<file path="config.mk">
export PLATFORM = sky130hd
export DESIGN_NAME = sldr_ctrl
export DESIGN_NICKNAME = d
export VERILOG_FILES = /design/src/sv/sldr_pkg.sv /design/src/sv/sldr_ctrl.sv
export SDC_FILE = /design/constraint.sdc
export NUM_CORES = 1
export LEC_CHECK = 0
export ABC_AREA = 1
export BUFFER_PORTS_ARGS = -buffer_cell sky130_fd_sc_hd__buf_2
export CAP_MARGIN = 20
export CORE_MARGIN = 2
export CORE_UTILIZATION = 40
export DETAILED_ROUTE_END_ITERATION = 6
export PLACE_DENSITY = 0.62
export SKIP_CTS_REPAIR_TIMING = 1
export SYNTH_ARGS = -nofsm -noshare
export SYNTH_HDL_FRONTEND = slang
export SYNTH_SLANG_ARGS = --single-unit
</file>
<file path="constraint.sdc">
create_clock -name clk -period 2.4 [get_ports clk]
set_input_delay 0.36 -clock clk [delete_from_list [all_inputs] [get_ports clk]]
set_output_delay 0.36 -clock clk [all_outputs]
set_load 0.01 [all_outputs]
</file>
<file path="src/sv/sldr_pkg.sv">
`default_nettype none
package sldr_pkg;

  localparam int CORD_W    = 34;
  localparam int DIV_W     = 48;
  localparam int DSR_W     = 12;
  localparam int RCP_W     = 23;
  localparam int DIG_W     = 16;
  localparam int DIV_STEPS = 2 * DIV_W / DIG_W;
  localparam int POS_SHIFT = 15;

  // reciprocals are floor(2^28 / divisor); 110592000 = 3375 << 15
  localparam logic [DSR_W-1:0]         LAT_DIVISOR = 12'd45;
  localparam logic [RCP_W-1:0]         LAT_RECIP   = 23'd5965232;
  localparam logic [DSR_W-1:0]         POS_DIVISOR = 12'd3375;
  localparam logic [RCP_W-1:0]         POS_RECIP   = 23'd79536;
  localparam logic signed [CORD_W-1:0] CORD_GAIN   = 34'sh026DD3B6A;

  typedef enum logic [4:0] {
    S_IDLE,
    S_MAXD,
    S_SPEED,
    S_CORD_HD,
    S_SAVE_HD,
    S_DIV_LAT,
    S_SAVE_ANG,
    S_CORD_LAT,
    S_SAVE_LAT,
    S_MUL_VY,
    S_MUL_VX,
    S_MUL_VXL,
    S_MUL_PY,
    S_DINIT_Y,
    S_DIV_Y,
    S_SAVE_Y,
    S_MUL_PX,
    S_DINIT_X,
    S_DIV_X,
    S_SAVE_X,
    S_DONE
  } state_t;

  typedef enum logic [4:0] {
    OP_NONE,
    OP_LOAD,
    OP_MAXD,
    OP_SPEED,
    OP_CSTEP,
    OP_CSAVE_HD,
    OP_DSTEP,
    OP_DSAVE_ANG,
    OP_CSAVE_LAT,
    OP_MUL_VY,
    OP_MUL_VX,
    OP_MUL_VXL,
    OP_MUL_PY,
    OP_DINIT_POS,
    OP_DSAVE_Y,
    OP_MUL_PX,
    OP_DSAVE_X,
    OP_OUT
  } op_t;

  typedef struct packed {
    op_t op;
  } cmd_t;

  typedef struct packed {
    logic cord_last;
    logic div_last;
  } sts_t;

  function automatic logic [31:0] atan_turn(input logic [4:0] idx);
    logic [31:0] v;
    unique case (idx)
      5'd0:  v = 32'h20000000;
      5'd1:  v = 32'h12E4051E;
      5'd2:  v = 32'h09FB385B;
      5'd3:  v = 32'h051111D4;
      5'd4:  v = 32'h028B0D43;
      5'd5:  v = 32'h0145D7E1;
      5'd6:  v = 32'h00A2F61E;
      5'd7:  v = 32'h00517C55;
      5'd8:  v = 32'h0028BE53;
      5'd9:  v = 32'h00145F2F;
      5'd10: v = 32'h000A2F98;
      5'd11: v = 32'h000517CC;
      5'd12: v = 32'h00028BE6;
      5'd13: v = 32'h000145F3;
      5'd14: v = 32'h0000A2FA;
      5'd15: v = 32'h0000517D;
      5'd16: v = 32'h000028BE;
      5'd17: v = 32'h0000145F;
      5'd18: v = 32'h00000A30;
      5'd19: v = 32'h00000518;
      5'd20: v = 32'h0000028C;
      5'd21: v = 32'h00000146;
      5'd22: v = 32'h000000A3;
      5'd23: v = 32'h00000051;
      5'd24: v = 32'h00000029;
      5'd25: v = 32'h00000014;
      5'd26: v = 32'h0000000A;
      5'd27: v = 32'h00000005;
      5'd28: v = 32'h00000003;
      5'd29: v = 32'h00000001;
      5'd30: v = 32'h00000001;
      5'd31: v = 32'h00000000;
    endcase
    return v;
  endfunction

endpackage
`default_nettype wire

</file>
<file path="src/sv/sldr_ctrl.sv">
`default_nettype none
module sldr_ctrl (
  input  wire logic         clk,
  input  wire logic         rst_n,
  input  wire logic         in_valid,
  output logic              in_ready,
  output logic              out_valid,
  input  wire logic         out_ready,
  input  wire sldr_pkg::sts_t sts,
  output sldr_pkg::cmd_t    cmd
);

  sldr_pkg::state_t state_r, state_nxt;
  logic             out_valid_r, out_valid_nxt;
  logic             out_load;

  assign out_load  = (state_r == sldr_pkg::S_DONE) && (!out_valid_r || out_ready);
  assign out_valid = out_valid_r;

  always_comb begin
    state_nxt = state_r;
    unique case (state_r)
      sldr_pkg::S_IDLE:     if (in_valid) state_nxt = sldr_pkg::S_MAXD;
      sldr_pkg::S_MAXD:     state_nxt = sldr_pkg::S_SPEED;
      sldr_pkg::S_SPEED:    state_nxt = sldr_pkg::S_CORD_HD;
      sldr_pkg::S_CORD_HD:  if (sts.cord_last) state_nxt = sldr_pkg::S_SAVE_HD;
      sldr_pkg::S_SAVE_HD:  state_nxt = sldr_pkg::S_DIV_LAT;
      sldr_pkg::S_DIV_LAT:  if (sts.div_last) state_nxt = sldr_pkg::S_SAVE_ANG;
      sldr_pkg::S_SAVE_ANG: state_nxt = sldr_pkg::S_CORD_LAT;
      sldr_pkg::S_CORD_LAT: if (sts.cord_last) state_nxt = sldr_pkg::S_SAVE_LAT;
      sldr_pkg::S_SAVE_LAT: state_nxt = sldr_pkg::S_MUL_VY;
      sldr_pkg::S_MUL_VY:   state_nxt = sldr_pkg::S_MUL_VX;
      sldr_pkg::S_MUL_VX:   state_nxt = sldr_pkg::S_MUL_VXL;
      sldr_pkg::S_MUL_VXL:  state_nxt = sldr_pkg::S_MUL_PY;
      sldr_pkg::S_MUL_PY:   state_nxt = sldr_pkg::S_DINIT_Y;
      sldr_pkg::S_DINIT_Y:  state_nxt = sldr_pkg::S_DIV_Y;
      sldr_pkg::S_DIV_Y:    if (sts.div_last) state_nxt = sldr_pkg::S_SAVE_Y;
      sldr_pkg::S_SAVE_Y:   state_nxt = sldr_pkg::S_MUL_PX;
      sldr_pkg::S_MUL_PX:   state_nxt = sldr_pkg::S_DINIT_X;
      sldr_pkg::S_DINIT_X:  state_nxt = sldr_pkg::S_DIV_X;
      sldr_pkg::S_DIV_X:    if (sts.div_last) state_nxt = sldr_pkg::S_SAVE_X;
      sldr_pkg::S_SAVE_X:   state_nxt = sldr_pkg::S_DONE;
      sldr_pkg::S_DONE:     if (out_load) state_nxt = sldr_pkg::S_IDLE;
      default:              state_nxt = sldr_pkg::S_IDLE;
    endcase
  end

  always_comb begin
    in_ready = 1'b0;
    cmd.op   = sldr_pkg::OP_NONE;
    unique case (state_r)
      sldr_pkg::S_IDLE: begin
        in_ready = 1'b1;
        if (in_valid) cmd.op = sldr_pkg::OP_LOAD;
      end
      sldr_pkg::S_MAXD:     cmd.op = sldr_pkg::OP_MAXD;
      sldr_pkg::S_SPEED:    cmd.op = sldr_pkg::OP_SPEED;
      sldr_pkg::S_CORD_HD,
      sldr_pkg::S_CORD_LAT: cmd.op = sldr_pkg::OP_CSTEP;
      sldr_pkg::S_SAVE_HD:  cmd.op = sldr_pkg::OP_CSAVE_HD;
      sldr_pkg::S_DIV_LAT,
      sldr_pkg::S_DIV_Y,
      sldr_pkg::S_DIV_X:    cmd.op = sldr_pkg::OP_DSTEP;
      sldr_pkg::S_SAVE_ANG: cmd.op = sldr_pkg::OP_DSAVE_ANG;
      sldr_pkg::S_SAVE_LAT: cmd.op = sldr_pkg::OP_CSAVE_LAT;
      sldr_pkg::S_MUL_VY:   cmd.op = sldr_pkg::OP_MUL_VY;
      sldr_pkg::S_MUL_VX:   cmd.op = sldr_pkg::OP_MUL_VX;
      sldr_pkg::S_MUL_VXL:  cmd.op = sldr_pkg::OP_MUL_VXL;
      sldr_pkg::S_MUL_PY:   cmd.op = sldr_pkg::OP_MUL_PY;
      sldr_pkg::S_DINIT_Y,
      sldr_pkg::S_DINIT_X:  cmd.op = sldr_pkg::OP_DINIT_POS;
      sldr_pkg::S_SAVE_Y:   cmd.op = sldr_pkg::OP_DSAVE_Y;
      sldr_pkg::S_MUL_PX:   cmd.op = sldr_pkg::OP_MUL_PX;
      sldr_pkg::S_SAVE_X:   cmd.op = sldr_pkg::OP_DSAVE_X;
      sldr_pkg::S_DONE:     if (out_load) cmd.op = sldr_pkg::OP_OUT;
      default:              cmd.op = sldr_pkg::OP_NONE;
    endcase
  end

  always_comb begin
    out_valid_nxt = out_valid_r;
    if (out_load) begin
      out_valid_nxt = 1'b1;
    end else if (out_ready) begin
      out_valid_nxt = 1'b0;
    end
  end

  always_ff @(posedge clk) begin
    if (!rst_n) begin
      state_r     <= sldr_pkg::S_IDLE;
      out_valid_r <= 1'b0;
    end else begin
      state_r     <= state_nxt;
      out_valid_r <= out_valid_nxt;
    end
  end

endmodule
`default_nettype wire

</file>
; ---- Word-level counts from Yosys, hierarchy flattened
; Cells that the tools add are included.
[word_totals]
ff_bits = 6
out_inout_bits = 7
in_bits = 6
[op_classes]
mux = 14
eq_ne = 27
n_reduce_logical = 9
[ops]
columns = op, count
row1 = $pmux 5 s21, 1
row2 = $pmux 5 s17, 1
row3 = $eq 5x4->1 const B, 8
row4 = $mux 5, 8
row5 = $eq 5x5->1 const B, 5
row6 = $eq 5x3->1 const B, 4
row7 = $ne 2x2->1 const B, 7
row8 = $eq 5x2->1 const B, 2
row9 = $reduce_and 7->1, 1
row10 = $eq 5x1->1 const B, 1
row11 = $logic_not 5->1, 1
row12 = $mux 1, 4
row13 = $reduce_or 2->1, 2
row14 = $reduce_or 3->1, 1
row15 = $reduce_bool 2->1, 1
row16 = $logic_and 1x1->1, 1
row17 = $logic_not 1->1, 1
row18 = $logic_or 1x1->1, 1

; ---- Depth between registers and ports, before layout
[depth]
depth_word = 5
ltp_mapped = 10
mapped_depth_nobuf = 9

; ---- Worst setup path before layout
; Ideal clock, no wire load.
[synth_timing]
path_kind = register to output
start = register state_r[3]
end = output port cmd[0] in the netlist's numbering
path_stages_with_launch = 6
setup_slack_ns = 0.812
required_ns = 2.040
arrival_time_ns = 1.228
cell_sequence = dfxtp_1 > nor2_2 > inv_1 > nor3_1 > nand2_1 > nand4_1
[synth_rtl]
columns = item, line_no
row1 = from (decl), sldr_ctrl.sv:13  ; sldr_pkg::state_t state_r, state_nxt;
row2 = from (signal assigned), sldr_ctrl.sv:91  ; state_r <= sldr_pkg::S_IDLE;
row3 = from (signal assigned), sldr_ctrl.sv:94  ; state_r <= state_nxt;
row4 = to (decl), sldr_ctrl.sv:10  ; output sldr_pkg::cmd_t cmd

==> out/results.ini <==
[worst_setup_path]
crit_path_top_delay_cell=dfxtp_1
rr_worst_depth=7
crit_chain=inv_2 -> nand3_1 -> a21oi_1 -> nor3_1 -> o2111ai_1 -> buf_2
slowest_delay_ps=550
reg2reg_from=state_r[4]
crit_family=flip-flops
critPathKind=reg2out
worstPathMaxFanout=11
reg2reg_to=state_r[3]
worstPathArrival_ps=1740
r2r_slack_ps=830
cp-start-kind=flip-flop
critPathBufInv=2
cp-end-kind=output pin
crit_required_ps=2040

[drt]
route.met2.wl_um=831
drt-total-wl_um=1809
drtAntennaViolNets=0
wl_met1_um=790
wl_met3_um=165
wire_per_inst_um=11.60
drcViolationCount=0
drt_pass1_iterations=4
maxUsedRoutingLayer=met4
via_per_inst=5.423
via_count=846
dr.first_iter.drc_count=36

[clock_tree]
clockRootBuffer=clkbuf_4
cts-buffers-inserted=3
numClockSinks=6
cts_buffer_depth=2
cts_htree_levels=1
clkLatencyLatePin_ps=240
tritoncts=built
clkTransAtPathRegs_ps=40

[power_and_ir_drop]
peakVddDrop_mv=0.3618
leakage_nw=0.4447
p_per_area_nw_per_um2=617.4
p_total_mw=0.4750

[yosys]
async_flop_share=0
synth_top_family_by_area=simple AND/OR/NAND/NOR gates
synth_fa_ha_area_frac=0
synth_compound_area_frac=0.1292
synth-seq-cells=6
synth.top_cells.by_area=dfxtp_1 (18%), nand2_1 (17%), nand3_1 (13%)
syn_nets=132
postSynth.topFlopCell=dfxtp_1
synth_commonest_cells=nand2_1 (30), inv_1 (19), nor2_1 (18)
syn-mean-instance-area_um2=5.382
ys_types=19
synth_warnings=0
synthesis.area_um2=678.2
muxShareOfSynthArea=0
synthXorXnorAreaFrac=0
synth_most_common_cell=nand2_1
synth_seq_area_share=0.1771
syn_inst=126
yosysTopAreaCell=dfxtp_1
synth-simple-area-share=0.5664
synth_top_area_frac=0.1771
synth_edf_count=0

[floorplan]
fp.dieH_um=45.18
start_util=0.4399
fp.dieW_um=45.18
core_area_um2=1541
rows=14
die_area_um2=2041
ios=13

[timing]
finClkSkew_ps=1.481
rsz0062_at_grt=no
max-slew-margin-rel=0.7335
fmax_mhz=476.6
timing_hold_violations_final=0
worst-slew-pin-transition_ps=399.2
fin_hold_ws_ps=428.7
finalMaxSlewViolations=0
period_share=0.8743
fin_ws_ps=301.8
final-setup-viol-count=0
fin_tns_setup_ps=0
finalCriticalPeriod_ps=2098

[global_route]
gr-total-overflow=0
track_usage=0.2061
grt_max_degree=12
grt_antenna_before_repair=0
grt_pass1_vias=702
grt_pass1_wl_um=3029

[final_layout]
antenna_cells=0
stdcell_count=156
fill_cells=180
syn_to_final_growth_pct=13.47
stdcell_area_um2=769.5
fin_nets=148
final_layout_size_suffix_gt1_frac=0.1857
finish.utilization=0.4992

[placement]
postPlaceCellArea_um2=747.0
pre_cts_slack_ps=588.6
gp_routability_congestion=0.9391
dp_hpwl_um=1501
portBuffers=12
dpl.cell_count=153

[hold_path]
holdPathStages=3
hold_path.class=in2reg
min_from=rst_n
hold_path_end=state_r[1]

[flow_run]
drv_cap=0

[run_status]
status=finished clean

[how the worst max path moves through the flow]
stage	to	slack (ps)	startpoint	cells past startpoint
2_1_floorplan	cmd[0]	810	state_r[3]	5
3_3_place_gp	cmd[1]	650	state_r[4]	6
3_5_place_dp	cmd[1]	590	state_r[4]	6
4_1_cts	cmd[1]	330	state_r[4]	6
5_1_grt	cmd[1]	110	state_r[4]	6
6_report	cmd[1]	300	state_r[4]	6
[flip-flops by register name, indices dropped and copies added (netlist names)]
signal     flops
out_valid      1
state_r        5
[placed cells by master, fill, tap and decap left out]
cell       synthesis  routed
o21ai_1            1       1
nor2_1            18      18
nand4_1            3       3
o2bb2ai_1          1       1
nor3_1             4       4
nand2_2            6       6
o21ai_0            3       3
nor2_2             2       2
nor2_4             1       1
dfxtp_1            6       6
inv_2              1       1
nand3b_1           1       1
a21oi_1           10      10
nand2_1           30      30
o2111ai_1          1       1
inv_1             19      19
nand2_4            1       1
clkbuf_4           0       3
buf_2              0      12
nand3_1           17      17
[cell type report]
type	count	area, um2	area share
inverters	20	75.07	0.09756
clock buffers	3	22.52	0.02927
multi-input cells	99	471.7	0.6130
flip-flops and latches	6	120.1	0.1561
well taps	16	20.02	0.02602
repair buffers	12	60.06	0.07805
[per-layer routing]
metal | up-vias | track usage
li1 | 437 | -
met1 | 360 | 0.2857
met2 | 47 | 0.3057
met3 | 2 | 0.06000
met4 | 0 | 0.06471
met5 | - | 0
[power by group]
part / switching (mW) / internal (mW) / leakage [nW] / total, mW
sequential: 0.0211 / 0.112 / 0.0488 / 0.133
clock: 0.0331 / 0.0563 / 0.0138 / 0.0895
combinational: 0.164 / 0.0886 / 0.382 / 0.252
[kinds of logic (layout without fill, tap and decap cells)]
group / Yosys count / after routing
and+or+nand+nor: 83 / 83
buffers and inverters: 21 / 35
AOI/OAI and AO/OA: 16 / 16
DFF: 6 / 6
[worst register-to-register path, cell delays in order, from the launching register on]
cell	delay [ps]
dfxtp_1	550
inv_2	160
nand3_1	230
o21ai_1	110
nor2_1	160
nand3_1	120
nand2_1	80
a21oi_1	60
No activity file was read; power rests on OpenSTA's default activity.
